==> src/sv/u2k_pkg.sv <==
// shared types, constants and the code point to koi-7 mapping table
// no dependencies; used by u2k_decode, u2k_map and utf8_to_koi7_transcoder

package u2k_pkg;

  localparam int unsigned ByteW = 8;
  localparam int unsigned CodeW = 7;
  localparam int unsigned CpW   = 16;

  // sequence tracking phase
  typedef enum logic [1:0] {
    PH_IDLE   = 2'd0,
    PH_LEAD   = 2'd1,
    PH_SECOND = 2'd2
  } phase_t;

  // decoder result handed to the mapper
  typedef struct packed {
    logic            emit;
    logic [CpW-1:0]  cp;
  } dec_res_t;

  // cyrillic capitals and small letters share this 32-entry row
  localparam logic [CodeW-1:0] CYR_TAB [32] = '{
    7'h41, 7'h62, 7'h42, 7'h67, 7'h64, 7'h45, 7'h76, 7'h7a,
    7'h69, 7'h6a, 7'h4b, 7'h6c, 7'h4d, 7'h48, 7'h4f, 7'h70,
    7'h50, 7'h43, 7'h54, 7'h59, 7'h66, 7'h58, 7'h63, 7'h7e,
    7'h7b, 7'h7d, 7'h05, 7'h79, 7'h78, 7'h7c, 7'h60, 7'h71
  };

  // latin-1 block, lower case folded to upper case
  function automatic logic [CodeW-1:0] map_latin(input logic [7:0] c);
    logic [CodeW-1:0] r;
    begin
      r = c[7] ? '0 : c[CodeW-1:0];
      case (c)
        8'h00: r = 7'h00;
        8'h5c: r = 7'h1d;
        8'h5e: r = 7'h5c;
        8'h60: r = 7'h00;
        8'h7b: r = 7'h0e;
        8'h7c: r = 7'h5e;
        8'h7d: r = 7'h0f;
        8'h7e: r = 7'h1f;
        8'h7f: r = 7'h00;
        8'hac: r = 7'h1f;
        8'hb0: r = 7'h19;
        8'hd7: r = 7'h06;
        8'hf7: r = 7'h1a;
        default: ;
      endcase
      if (c inside {[8'h61:8'h7a]}) begin
        r = c[CodeW-1:0] - 7'h20;
      end
      return r;
    end
  endfunction

  // cyrillic block u+04xx
  function automatic logic [CodeW-1:0] map_cyr(input logic [7:0] lo);
    logic [4:0]       idx;
    logic [CodeW-1:0] r;
    begin
      idx = lo[4:0] - 5'h10;
      r   = '0;
      case (lo)
        8'h01, 8'h04, 8'h51, 8'h54: r = 7'h45;
        8'h06, 8'h07, 8'h56, 8'h57: r = 7'h49;
        8'h90, 8'h91:               r = 7'h67;
        default: ;
      endcase
      if (lo inside {[8'h10:8'h4f]}) begin
        r = CYR_TAB[idx];
      end
      return r;
    end
  endfunction

  // selected punctuation and mathematical symbols
  function automatic logic [CodeW-1:0] map_sym(input logic [CpW-1:0] cp);
    logic [CodeW-1:0] r;
    begin
      case (cp)
        16'h2015: r = 7'h15;
        16'h2018: r = 7'h10;
        16'h2019: r = 7'h1b;
        16'h2028: r = 7'h0a;
        16'h2032: r = 7'h27;
        16'h203e: r = 7'h5c;
        16'h212f: r = 7'h45;
        16'h2191: r = 7'h16;
        16'h2227: r = 7'h26;
        16'h2228: r = 7'h1e;
        16'h2260: r = 7'h18;
        16'h2261: r = 7'h1d;
        16'h2264: r = 7'h0e;
        16'h2265: r = 7'h0f;
        16'h2283: r = 7'h1c;
        16'h23e8: r = 7'h17;
        16'h25c7: r = 7'h24;
        default:  r = 7'h00;
      endcase
      return r;
    end
  endfunction

endpackage

==> src/sv/u2k_decode.sv <==
// utf-8 sequence tracker: holds phase, lead byte and second-byte bits
// depends on u2k_pkg for phase_t and dec_res_t

module u2k_decode import u2k_pkg::*; (
  input  logic             clk,
  input  logic             rst,
  input  logic             take,
  input  logic [ByteW-1:0] in_byte,
  input  logic             last_byte,
  output dec_res_t         res,
  output phase_t           phase
);

  logic [ByteW-1:0] lead_byte, lead_byte_next;
  logic [5:0]       second_bits, second_bits_next;
  phase_t           phase_next;

  // next state and assembled code point for the current beat
  always_comb begin
    res              = '0;
    phase_next       = PH_IDLE;
    lead_byte_next   = lead_byte;
    second_bits_next = second_bits;
    case (phase)
      PH_LEAD: begin
        if (!lead_byte[5]) begin
          res.emit = 1'b1;
          res.cp   = {5'b0, lead_byte[4:0], in_byte[5:0]};
        end else if (!last_byte) begin
          second_bits_next = in_byte[5:0];
          phase_next       = PH_SECOND;
        end
      end
      PH_SECOND: begin
        res.emit = 1'b1;
        res.cp   = {lead_byte[3:0], second_bits, in_byte[5:0]};
      end
      default: begin
        if (!in_byte[7]) begin
          res.emit = 1'b1;
          res.cp   = {8'b0, in_byte};
        end else begin
          lead_byte_next = in_byte;
          if (!last_byte) begin
            phase_next = PH_LEAD;
          end
        end
      end
    endcase
  end

  // state registers, updated on each accepted beat
  always_ff @(posedge clk) begin
    if (rst) begin
      phase       <= PH_IDLE;
      lead_byte   <= '0;
      second_bits <= '0;
    end else if (take) begin
      phase       <= phase_next;
      lead_byte   <= lead_byte_next;
      second_bits <= second_bits_next;
    end
  end

endmodule

==> src/sv/u2k_map.sv <==
// code point to koi-7 lookup, purely combinational
// depends on u2k_pkg for the table functions and dec_res_t

module u2k_map import u2k_pkg::*; (
  input  dec_res_t         res,
  output logic [CodeW-1:0] code
);

  logic [7:0] hi;
  logic [7:0] lo;

  assign hi = res.cp[15:8];
  assign lo = res.cp[7:0];

  // choose the block by the high byte of the code point
  always_comb begin
    case (hi)
      8'h00:   code = map_latin(lo);
      8'h04:   code = map_cyr(lo);
      default: code = map_sym(res.cp);
    endcase
  end

endmodule

==> src/sv/utf8_to_koi7_transcoder.sv <==
// top level of the utf-8 to koi-7 transcoder: handshake and result register
// depends on u2k_pkg, u2k_decode and u2k_map
//
//   channel  direction  handshake            payload
//   in       sink       in_valid / in_ready  in_byte[7:0], last_byte
//   out      source     out_valid/out_ready  koi7_code[6:0]
//
// one byte is taken per cycle while the result register can accept it; decode and
// table lookup sit between the sequence state and the result register, so a code
// appears in the cycle after the byte that completes it. in_ready is high while the
// result register is empty or being drained in the same cycle. reset clears the
// phase to idle and empties the result register.

module utf8_to_koi7_transcoder import u2k_pkg::*; (
  input  logic             clk,
  input  logic             rst,
  input  logic             in_valid,
  output logic             in_ready,
  input  logic [ByteW-1:0] in_byte,
  input  logic             last_byte,
  output logic             out_valid,
  input  logic             out_ready,
  output logic [CodeW-1:0] koi7_code
);

  logic             in_fire;
  dec_res_t         res;
  phase_t           phase;
  logic [CodeW-1:0] code;
  logic             out_valid_next;

  assign in_ready = !out_valid || out_ready;
  assign in_fire  = in_valid && in_ready;

  u2k_decode u_decode (
    .clk       (clk),
    .rst       (rst),
    .take      (in_fire),
    .in_byte   (in_byte),
    .last_byte (last_byte),
    .res       (res),
    .phase     (phase)
  );

  u2k_map u_map (
    .res  (res),
    .code (code)
  );

  // result register
  always_comb begin
    out_valid_next = out_valid && !out_ready;
    if (in_fire) begin
      out_valid_next = res.emit;
    end
  end

  always_ff @(posedge clk) begin
    if (rst) begin
      out_valid <= 1'b0;
    end else begin
      out_valid <= out_valid_next;
    end
  end

  always_ff @(posedge clk) begin
    if (in_fire && res.emit) begin
      koi7_code <= code;
    end
  end

  // an ascii beat in idle yields a result on the next cycle
  a_ascii_emits: assert property (@(posedge clk) disable iff (rst)
    in_fire && phase == PH_IDLE && !in_byte[7] |=> out_valid)
    else $error("ascii beat gave no result");

  // a lead byte in idle never yields a result
  a_lead_silent: assert property (@(posedge clk) disable iff (rst)
    in_fire && phase == PH_IDLE && in_byte[7] |=> !out_valid)
    else $error("lead byte gave a result");

  // the final byte of a string always leaves the tracker idle
  a_last_idle: assert property (@(posedge clk) disable iff (rst)
    in_fire && last_byte |=> phase == PH_IDLE)
    else $error("sequence left open after last byte");

  // the third beat of a sequence always completes a character
  a_third_emits: assert property (@(posedge clk) disable iff (rst)
    in_fire && phase == PH_SECOND |=> out_valid && phase == PH_IDLE)
    else $error("three-byte sequence not completed");

endmodule

==> config.mk <==
export PLATFORM = sky130hd
export DESIGN_NAME = utf8_to_koi7_transcoder
export DESIGN_NICKNAME = d
export VERILOG_FILES = /design/src/sv/u2k_pkg.sv /design/src/sv/u2k_decode.sv /design/src/sv/u2k_map.sv /design/src/sv/utf8_to_koi7_transcoder.sv
export SDC_FILE = /design/constraint.sdc
export NUM_CORES = 1
export LEC_CHECK = 0
export BUFFER_PORTS_ARGS = -buffer_cell sky130_fd_sc_hd__buf_4
export CAP_MARGIN = 20
export CORE_MARGIN = 10
export CORE_UTILIZATION = 45
export CTS_BUF_LIST = sky130_fd_sc_hd__clkbuf_8
export DETAILED_ROUTE_END_ITERATION = 12
export PLACE_DENSITY = 0.61
export SKIP_LAST_GASP = 1
export SLEW_MARGIN = 15
export SYNTH_ARGS = -nofsm -noshare
export SYNTH_HDL_FRONTEND = slang
export SYNTH_SLANG_ARGS = --single-unit
export TNS_END_PERCENT = 30
==> constraint.sdc <==
create_clock -name clk -period 4.51 [get_ports clk]
set_clock_uncertainty 0.05 [all_clocks]
set_input_delay 0.2255 -clock clk [delete_from_list [all_inputs] [get_ports clk]]
set_output_delay 0.2255 -clock clk [all_outputs]
set_load 0.005 [all_outputs]
Word level (Yosys, flattened, before mapping):

Memories as Yosys holds them, arrays and structs flattened.
Cells that the tools add are included.

* ROM bits: 224
* output and inout port bits: 9
* input bits: 13
* memories: 1
* word-level logic and storage cells: 94
* register bits after elaboration: 22

Memory list
* (name not given): depth 32, width 7, rd ports 1, clocked after memory_dff 0, write ports 0, line u2k_pkg.sv:73 `r = CYR_TAB[idx];`

* multiplexer cells: 18
* $add $sub $neg: 2
* equal/unequal tests: 42
* reductions and logical operators: 18
* bitwise gates (word level): 3
* order comparisons: 5

Operators with widths (count)
* 16-bit by 14-bit == test with 1-bit output (second input constant): 17
* 7-bit one-hot mux with 17 select lines: 1
* 8-bit by 7-bit == test with 1-bit output (second input constant): 12
* 7-bit one-hot mux with 10 select lines: 1
* 8-bit == test (second input constant): 6
* 7-bit two-way mux: 5
* 17-bit two-way mux: 2
* 17-bit one-hot mux with 2 select lines: 1
* 8-bit by 3-bit == test with 1-bit output (second input constant): 4
* 7-bit one-hot mux with 3 select lines: 1
* 8-bit by 7-bit <= comparator with 1-bit output (second input constant): 2
* 8-bit zero test: 2
* 7-bit one-hot mux with 2 select lines: 1
* 8-bit by 1-bit == test with 1-bit output (second input constant): 1
* 8-bit by 5-bit greater-or-equal comparator with 1-bit output (second input constant): 1
* 8-bit by 7-bit greater-or-equal comparator with 1-bit output (second input constant): 1
* 4-bit OR reduction: 2
* 7-bit by 6-bit subtractor with 7-bit output (second input constant): 1
* 6-bit greater-or-equal comparator (second input constant): 1
* 2-bit two-way mux: 3
* 5-bit inverter with 6-bit output: 1
* 2-bit OR reduction: 3
* 1-bit logical AND: 5
* 5-bit subtractor (second input constant): 1
* 10 further kinds: 13

Logic depth before layout (Yosys ltp):

Gate-level depths: netlist of run 1.

* word-level depth: 9
* mapped depth: 17
* gate-level depth less buffers: 14

By module:

Synthesis of run 1 repeated with hierarchy kept, for this count alone.

* cells, all modules: 359
* area, all modules: 2738.9 µm²

By module, submodules not included
* u2k_map: times used 1, cells each 243, area an instance 1557.7 µm², seq. area each 0.0 µm²
* u2k_decode: times used 1, cells each 103, area an instance 903.4 µm², seq. area each 280.3 µm²
* utf8_to_koi7_transcoder: times used 1, cells each 13, area an instance 277.8 µm², seq. area each 230.2 µm²

Least setup slack after synthesis of run 1:

No wires, ideal clock.

* path type: reg2reg
* start: register u_decode.phase[0]
* end: register koi7_code[3], data pin
* arrival: 3.649 ns
* stages on the path, launching flop included: 18
* period minus slack after synthesis: 3.965 ns
* slack: 0.545 ns
* setup time: 0.266 ns
* data required time: 4.194 ns
* path buffers: 3
* cell sequence: dfxtp_1 -> inv_1 -> ha_1 -> and2_1 -> buf_2 -> a21oi_2 -> clkbuf_1 -> nand2_1 -> inv_1 -> ha_1 -> clkbuf_1 -> nand3_1 -> a2111oi_2 -> inv_1 -> o21ai_2 -> nor4_1 -> nand2_1 -> or3b_1

* word-level cells in the longest chain between the ends: 9
* elaborated cells between the ends (all ways): 69
* classes of those cells: 2 x add/sub; 4 x order compare; 42 x eq/ne; 10 x mux; 1 x bitwise; 9 x reduce/logical; 1 x memory

Ends and longest elaborated chain
* from (decl): line u2k_decode.sv:11 `output phase_t phase`
* from (signal assigned): line u2k_decode.sv:59 `phase <= phase_next;`
* 2-bit == test or 2-bit by 1-bit == test with 1-bit output (tied branches): line u2k_decode.sv:24 `case (phase)`
* 17-bit one-hot mux with 2 select lines *: line u2k_decode.sv:24
* 5-bit subtractor: line u2k_pkg.sv:64 `idx = lo[4:0] - 5'h10;`
* 5-bit inverter with 6-bit output (not written as such): line u2k_pkg.sv:73
* memory 32 x 7 bit
* 7-bit two-way mux (not written as such) (2 in series): line u2k_pkg.sv:73
* 7-bit two-way mux: line u2k_pkg.sv:72 `if (lo inside {[8'h10:8'h4f]}) begin`
* 7-bit one-hot mux with 2 select lines *: line u2k_map.sv:17 `case (hi)`
* named net code[3]: line utf8_to_koi7_transcoder.sv:29 `logic [CodeW-1:0] code;`
* to (signal assigned): line utf8_to_koi7_transcoder.sv:68 `koi7_code <= code;`
* to (decl): line utf8_to_koi7_transcoder.sv:23 `output logic [CodeW-1:0] koi7_code`

Mark *: on every way through the listed nets, which the timed path passes. The rest lies on a longest branch. The select of a mux whose other input is x is not followed.
A chain may end at the register's enable or synchronous reset.

Worst setup path after layout of run 1:

Ends and elaborated chain as after synthesis.

==> run metrics, run 1 <==
status finished, final reports clean; Finished Layout Cells approximately 480; Setup CP Type flip-flop to flip-flop; average cell area after synthesis about 7.2 um2; Mapped Area between 2000 and 3000 um2; Comb power frac 0.390; Critical Path Source u_decode.phase[0]; slew margin rel. 0.341; Clock transition at path regs 90 ps; Rows 28; die area ~9800 um2; RSZ-0062 raised after global routing false; first-pass GRT wire length roughly 17,000 um; multi-input logic area about 2100 um2; sequential share of power 0.381; Distinct cells, synth 76; Syn. warnings 0; Max rail drop VDD 128 uV; worst r2r src u_decode.phase[0]; post-CTS sizing 0; largest net degree at the start of global routing 33; GPL Wtd Cong approximately 1.1; P_leak 1.14 nW; width of the die 99.1 um; TritonCTS Buffers 3; Util after Layout 0.514; DRT Pass-1 Iters 5; share of flip-flops with an asynchronous set or reset 0; syn nets 414; HP Class input port to flip-flop; Int Power 0.352 mW; Routed Antenna Nets 0; Cells after Synth 390; leading register cell type out of synthesis dfxtp_1; clock root cell clkbuf_8; P_sw between 0.2 and 0.25 mW; Sw Ratio 0.386; share of the synthesized area in the top cell type 0.107; number of flops mapped to enable cells by yosys 7; Routed WL per cell about 23 um; share of the cycle needed by the critical path after routing 0.836; dpl cells about 470; H-tree depth 1; layout cells sized above 1 0.140; commonest cells in the netlist nand2_1 (38), nor2_1 (33), nand3_1 (29); clk_lat worst skew approximately 280 ps; IO Pins 22; # hold bufs at CTS 0; CP arrival approximately 3800 ps; count leader, synth nand2_1; number of max-cap violations 0; Die Y between 90 and 100 um; Final setup viols 0; Period minus WS final between 3000 and 4000 ps; Setup TNS Final 0 ps; clk buf depth 2; DRC viols 0; antenna cells 0; Via Count 3,388; GRT Total Usage 0.212; Worst Setup End Kind flip-flop; antenna violations before repair 0; Hold Vio Cnt, Final 0; starting DRC count in detailed routing 475; top cells by area, synth dfxtp_1 (11%), edfxtp_1 (7.5%), nand3_1 (5.2%), nand2_1 (5.1%), ha_1 (4.9%); P&R area growth vs syn 9.47%; register area share after synthesis 0.181; HPWL after DPL between 8000 and 9000 um; Pins Over Slew Limit 0; core area around 6000 um2; Worst Tran Pin Value just under 1000 ps; I/O Buffers 21; vias in the first global route about 3,100; number of fill cells slightly below 600; Reg area 510 um2; Fin Hold WS approximately 190 ps; Synth area leader dfxtp_1; Post-Route WL approximately 11,000 um; CTS tree done; Synth Register Bits 22; Initial Util 0.470; global route overflow 0; Vias/cell between 7 and 8; Post-layout nets 425; Post-CTS Setup Bufs 0; Max Freq roughly 270 MHz; Power Density 186 nW/um2; crit-path max FO 12; clk sink count 22; Clk pwr share 0.229; Req. time, crit path around 4500 ps; critical hold path startpoint rst; Startpoint Class flip-flop
## power by group through the flow
stage / sequential [mW] / combinational [mW] / clock (mW)
after floorplan: 0.223 / 0.142 / 0
after global placement: 0.223 / 0.216 / 0
after detailed placement: 0.223 / 0.215 / 0
after CTS: 0.219 / 0.216 / 0.135
after global routing: 0.220 / 0.238 / 0.142
final: 0.219 / 0.224 / 0.131
## flip-flops by register name, summed over array words and instances (netlist names)
| signal | flops |
|---|---|
| koi7_code | 7 |
| u_decode.lead_byte | 6 |
| u_decode.second_bits | 6 |
| u_decode.phase | 2 |
| out_valid | 1 |
## cell usage in the layout, fill, tap and decap left out, types with 10 or more instances in the layout
master     n
a21oi_1   26
inv_1     14
ha_1      11
nand2_1   38
nand3_1   29
nor2_1    33
buf_4     31
o21ai_0   17
nor4_1    10
dfxtp_1   15
o211ai_1  10
## critical path, stage by stage (launching register included)
cell and delay [ps]:
dfxtp_1 360, inv_1 50, ha_1 320, and2_1 180
a21oi_2 170, buf_4 190, nand2_1 170, inv_1 220
ha_1 540, o211ai_1 140, a21oi_1 130, o21ai_0 90
nor3_1 330, nor4_1 140, nand2_1 90, or3b_1 350
## path summary, 6_finish.rpt
path / endpoint / slack [ps] / depth (start not counted)
hold / removal: u_decode.lead_byte[4] / 190 / 2
setup reg to reg: koi7_code[3] / 740 / 15
setup / recovery: koi7_code[3] / 740 / 15
hold reg to reg: u_decode.lead_byte[4] / 440 / 2
## cell families (layout without fill, tap and decap cells)
logic type	after synthesis	count (layout)	synth area share
simple gates	175	175	0.328
compound gates	130	130	0.344
buf+inv	41	51	0.0596
flops	22	22	0.181
fa+ha+maj	11	11	0.0489
mux	8	8	0.0289
xor+xnor	3	3	0.00934
## metal layers
metal | share of wire | vias up | track usage
met5 | 0 | - | 0
met4 | 0.031 | 0 | 0.0750
met3 | 0.11 | 36 | 0.0422
met2 | 0.43 | 254 | 0.312
met1 | 0.43 | 1582 | 0.298
li1 | - | 1516 | -
## through the flow
step	setup slack [ps]	instance area (um2)	power (mW)
4_1_cts	813	3080	0.570
2_1_floorplan	545	2820	0.365
6_report	742	3080	0.574
5_1_grt	447	3080	0.599
3_3_place_gp	821	3040	0.439
3_5_place_dp	811	3040	0.438
## area by class of cell
type / instances / area share
timing repair buffer: 31 / 0.0755
inverter: 16 / 0.0203
multi-input combinational: 327 / 0.693
sequential: 22 / 0.166
clock buffer: 3 / 0.0134
clock inverter: 1 / 0.00122
tap: 75 / 0.0305
Note: power is estimated with default switching activity, not from simulation.
==> run 2, diff against run 1 <==
==> constraint.sdc (replaced) <==
create_clock -name clk -period 3.76 [get_ports clk]
set_clock_uncertainty 0.05 [all_clocks]
set_input_delay 0.188 -clock clk [delete_from_list [all_inputs] [get_ports clk]]
set_output_delay 0.188 -clock clk [all_outputs]
set_load 0.005 [all_outputs]
==> run 2 against run 1 <==
Sequential share of layout area is 0.41 points lower. Clock-buffer cell count stayed put. Routed wire length is 0.18% higher. Via count hardly changed. Register-to-register slack worse by 630 ps. First-iteration DRC count is 23% higher. Sequential power is 20% higher. Clock power is 21% higher.
==> run metrics, run 2 (synthesis results as in run 1) <==
status finished, final reports clean; clock root cell clkbuf_8; largest net degree at the start of global routing 33 (unchanged); Post-Route WL 11,100 um (+0.18%); Max Freq 274 MHz (+3.2%); Hold Vio Cnt, Final 0 (unchanged); reg2reg path depth 13 (-2); Util after Layout 0.527 (+0.0129); dpl cells 478 (+1.5%); CTS tree done; starting DRC count in detailed routing 582 (+23%); R2R Setup Slk 110 ps (-630 ps); Worst Setup End Kind flip-flop; RSZ-0062 raised after global routing true; Startpoint Class flip-flop; Routed Antenna Nets 0 (unchanged); width of the die 99.1 um (unchanged); TritonCTS Buffers 3 (unchanged); Largest Register koi7_code; Final setup viols 0 (unchanged); global route overflow 0 (unchanged); post-CTS sizing 0 (unchanged); # hold bufs at CTS 0 (unchanged); Largest regs koi7_code (7), u_decode.lead_byte (6), u_decode.second_bits (6); Fin Hold WS 152 ps (-33.2 ps); hold endpoint out_valid; Hold Crit Depth 2 (unchanged); crit-path max FO 11 (-1); worst r2r src u_decode.phase[0]; Routed WL per cell 23.0 um (-1.3%); layout cells sized above 1 0.155 (+0.0148); Initial Util 0.470 (unchanged); Die Y 99.1 um (unchanged); critical hold path startpoint rst; first-pass GRT wire length 17,200 um (about the same); die area 9820 um2 (unchanged); Reg-to-Reg End koi7_code[4]; H-tree depth 1 (unchanged); clk buf depth 2 (unchanged); HPWL after DPL 8510 um (+2.2%); Via Count 3,386 (-0.059%); vias in the first global route 3,021 (-1.5%); Rows 28 (unchanged); cell area after layout 3160 um2 (+2.5%); max reg flops 7 (unchanged); core area 5990 um2 (unchanged); P_leak 1.18 nW (+3.3%); antenna violations before repair 0 (unchanged); P&R area growth vs syn 12.2%; placed instance area 3100 um2 (+2.1%); antenna cells 0 (unchanged); Post-layout nets 432 (+1.6%); IO Pins 22 (unchanged); Req. time, crit path 3730 ps (-760 ps); Clock transition at path regs 100 ps (about the same); DRT Pass-1 Iters 5 (unchanged); number of max-cap violations 0 (unchanged); Worst Tran Pin Value 1140 ps (+154 ps); HP Class input port to flip-flop; Pins Over Slew Limit 0 (unchanged); share of the cycle needed by the critical path after routing 0.971 (+0.135); Setup CP Type flip-flop to flip-flop; Max rail drop VDD 159 uV (+24%); Finished Layout Cells 482 (+1.5%); Period minus WS final 3650 ps (-118 ps); clk_lat worst skew 270 ps (about the same); Post-CTS Setup Bufs 0 (unchanged); GPL Wtd Cong 1.01 (-8.8%); clk sink count 22 (unchanged); DRC viols 0 (unchanged); most frequent cells in the layout nand2_1 (38), buf_4 (38), nor2_1 (33); GRT Total Usage 0.212 (about the same); CP arrival 3620 ps (-130 ps); slew margin rel. 0.222 (-0.119); Vias/cell 7.02 (-1.5%); I/O Buffers 21 (unchanged); Power Density 220 nW/um2 (+18%)
run 2: cell types whose count changed in the layout (fill, tap and decap cells not counted):
cell,delta
buf_4,+7
a2111oi_2,-2
a2111oi_4,+2
run 2: report_power, final:
group | internal, mW | switching (mW) | leakage (nW)
Clock | 0.0731 | 0.0861 | 0.0269
Combinational | 0.0962 | 0.177 | 0.962
Sequential | 0.257 | 0.00605 | 0.189
run 2: worst max path at each step:
stage | startpoint | end | slack, ps | cells past startpoint
4_1_cts | u_decode.phase[0] | koi7_code[1] | 160 | 13
2_1_floorplan | u_decode.phase[0] | koi7_code[3] | 40 | 17
5_1_grt | u_decode.phase[0] | koi7_code[4] | -40 | 14
3_5_place_dp | u_decode.phase[0] | koi7_code[1] | 180 | 13
6_report | u_decode.phase[0] | koi7_code[4] | 110 | 13
3_3_place_gp | u_decode.phase[0] | koi7_code[1] | -10 | 13
run 2: final cells by class:
cell class,instances,area (um2)
clock buffer,3,41.3
tap,75,93.8
multi-input combinational,327,2160
inverter,16,62.6
sequential,22,510
timing repair buffer,38,285
clock inverter,1,3.75
fill,623,2830
run 2: worst max-delay path, cell delays in order, from the launching register on:
cell	delay, ps
dfxtp_1	370
inv_1	50
ha_1	360
buf_4	210
a21o_1	210
o22ai_4	350
inv_4	160
ha_1	230
a21oi_1	250
a2111oi_4	150
and2_1	220
or3_1	350
o311ai_1	330
nand3_1	100
run 2: routing by layer:
metal,share of wire,GRT usage,routed length (um),vias up
met5,0,0,0,-
met4,0.029,0.0639,324,0
met3,0.097,0.0422,1070,29
met2,0.43,0.312,4740,254
met1,0.45,0.301,4930,1563
li1,-,-,-,1540
run 2: metrics by stage:
step	worst slack, ps	TNS (ps)	total power, mW
after floorplan	44.8	0	0.440
after global placement	-9.68	-9.68	0.533
after detailed placement	183	0	0.529
after CTS	160	0	0.682
after global routing	-39.7	-58.2	0.722
final	110	0	0.695
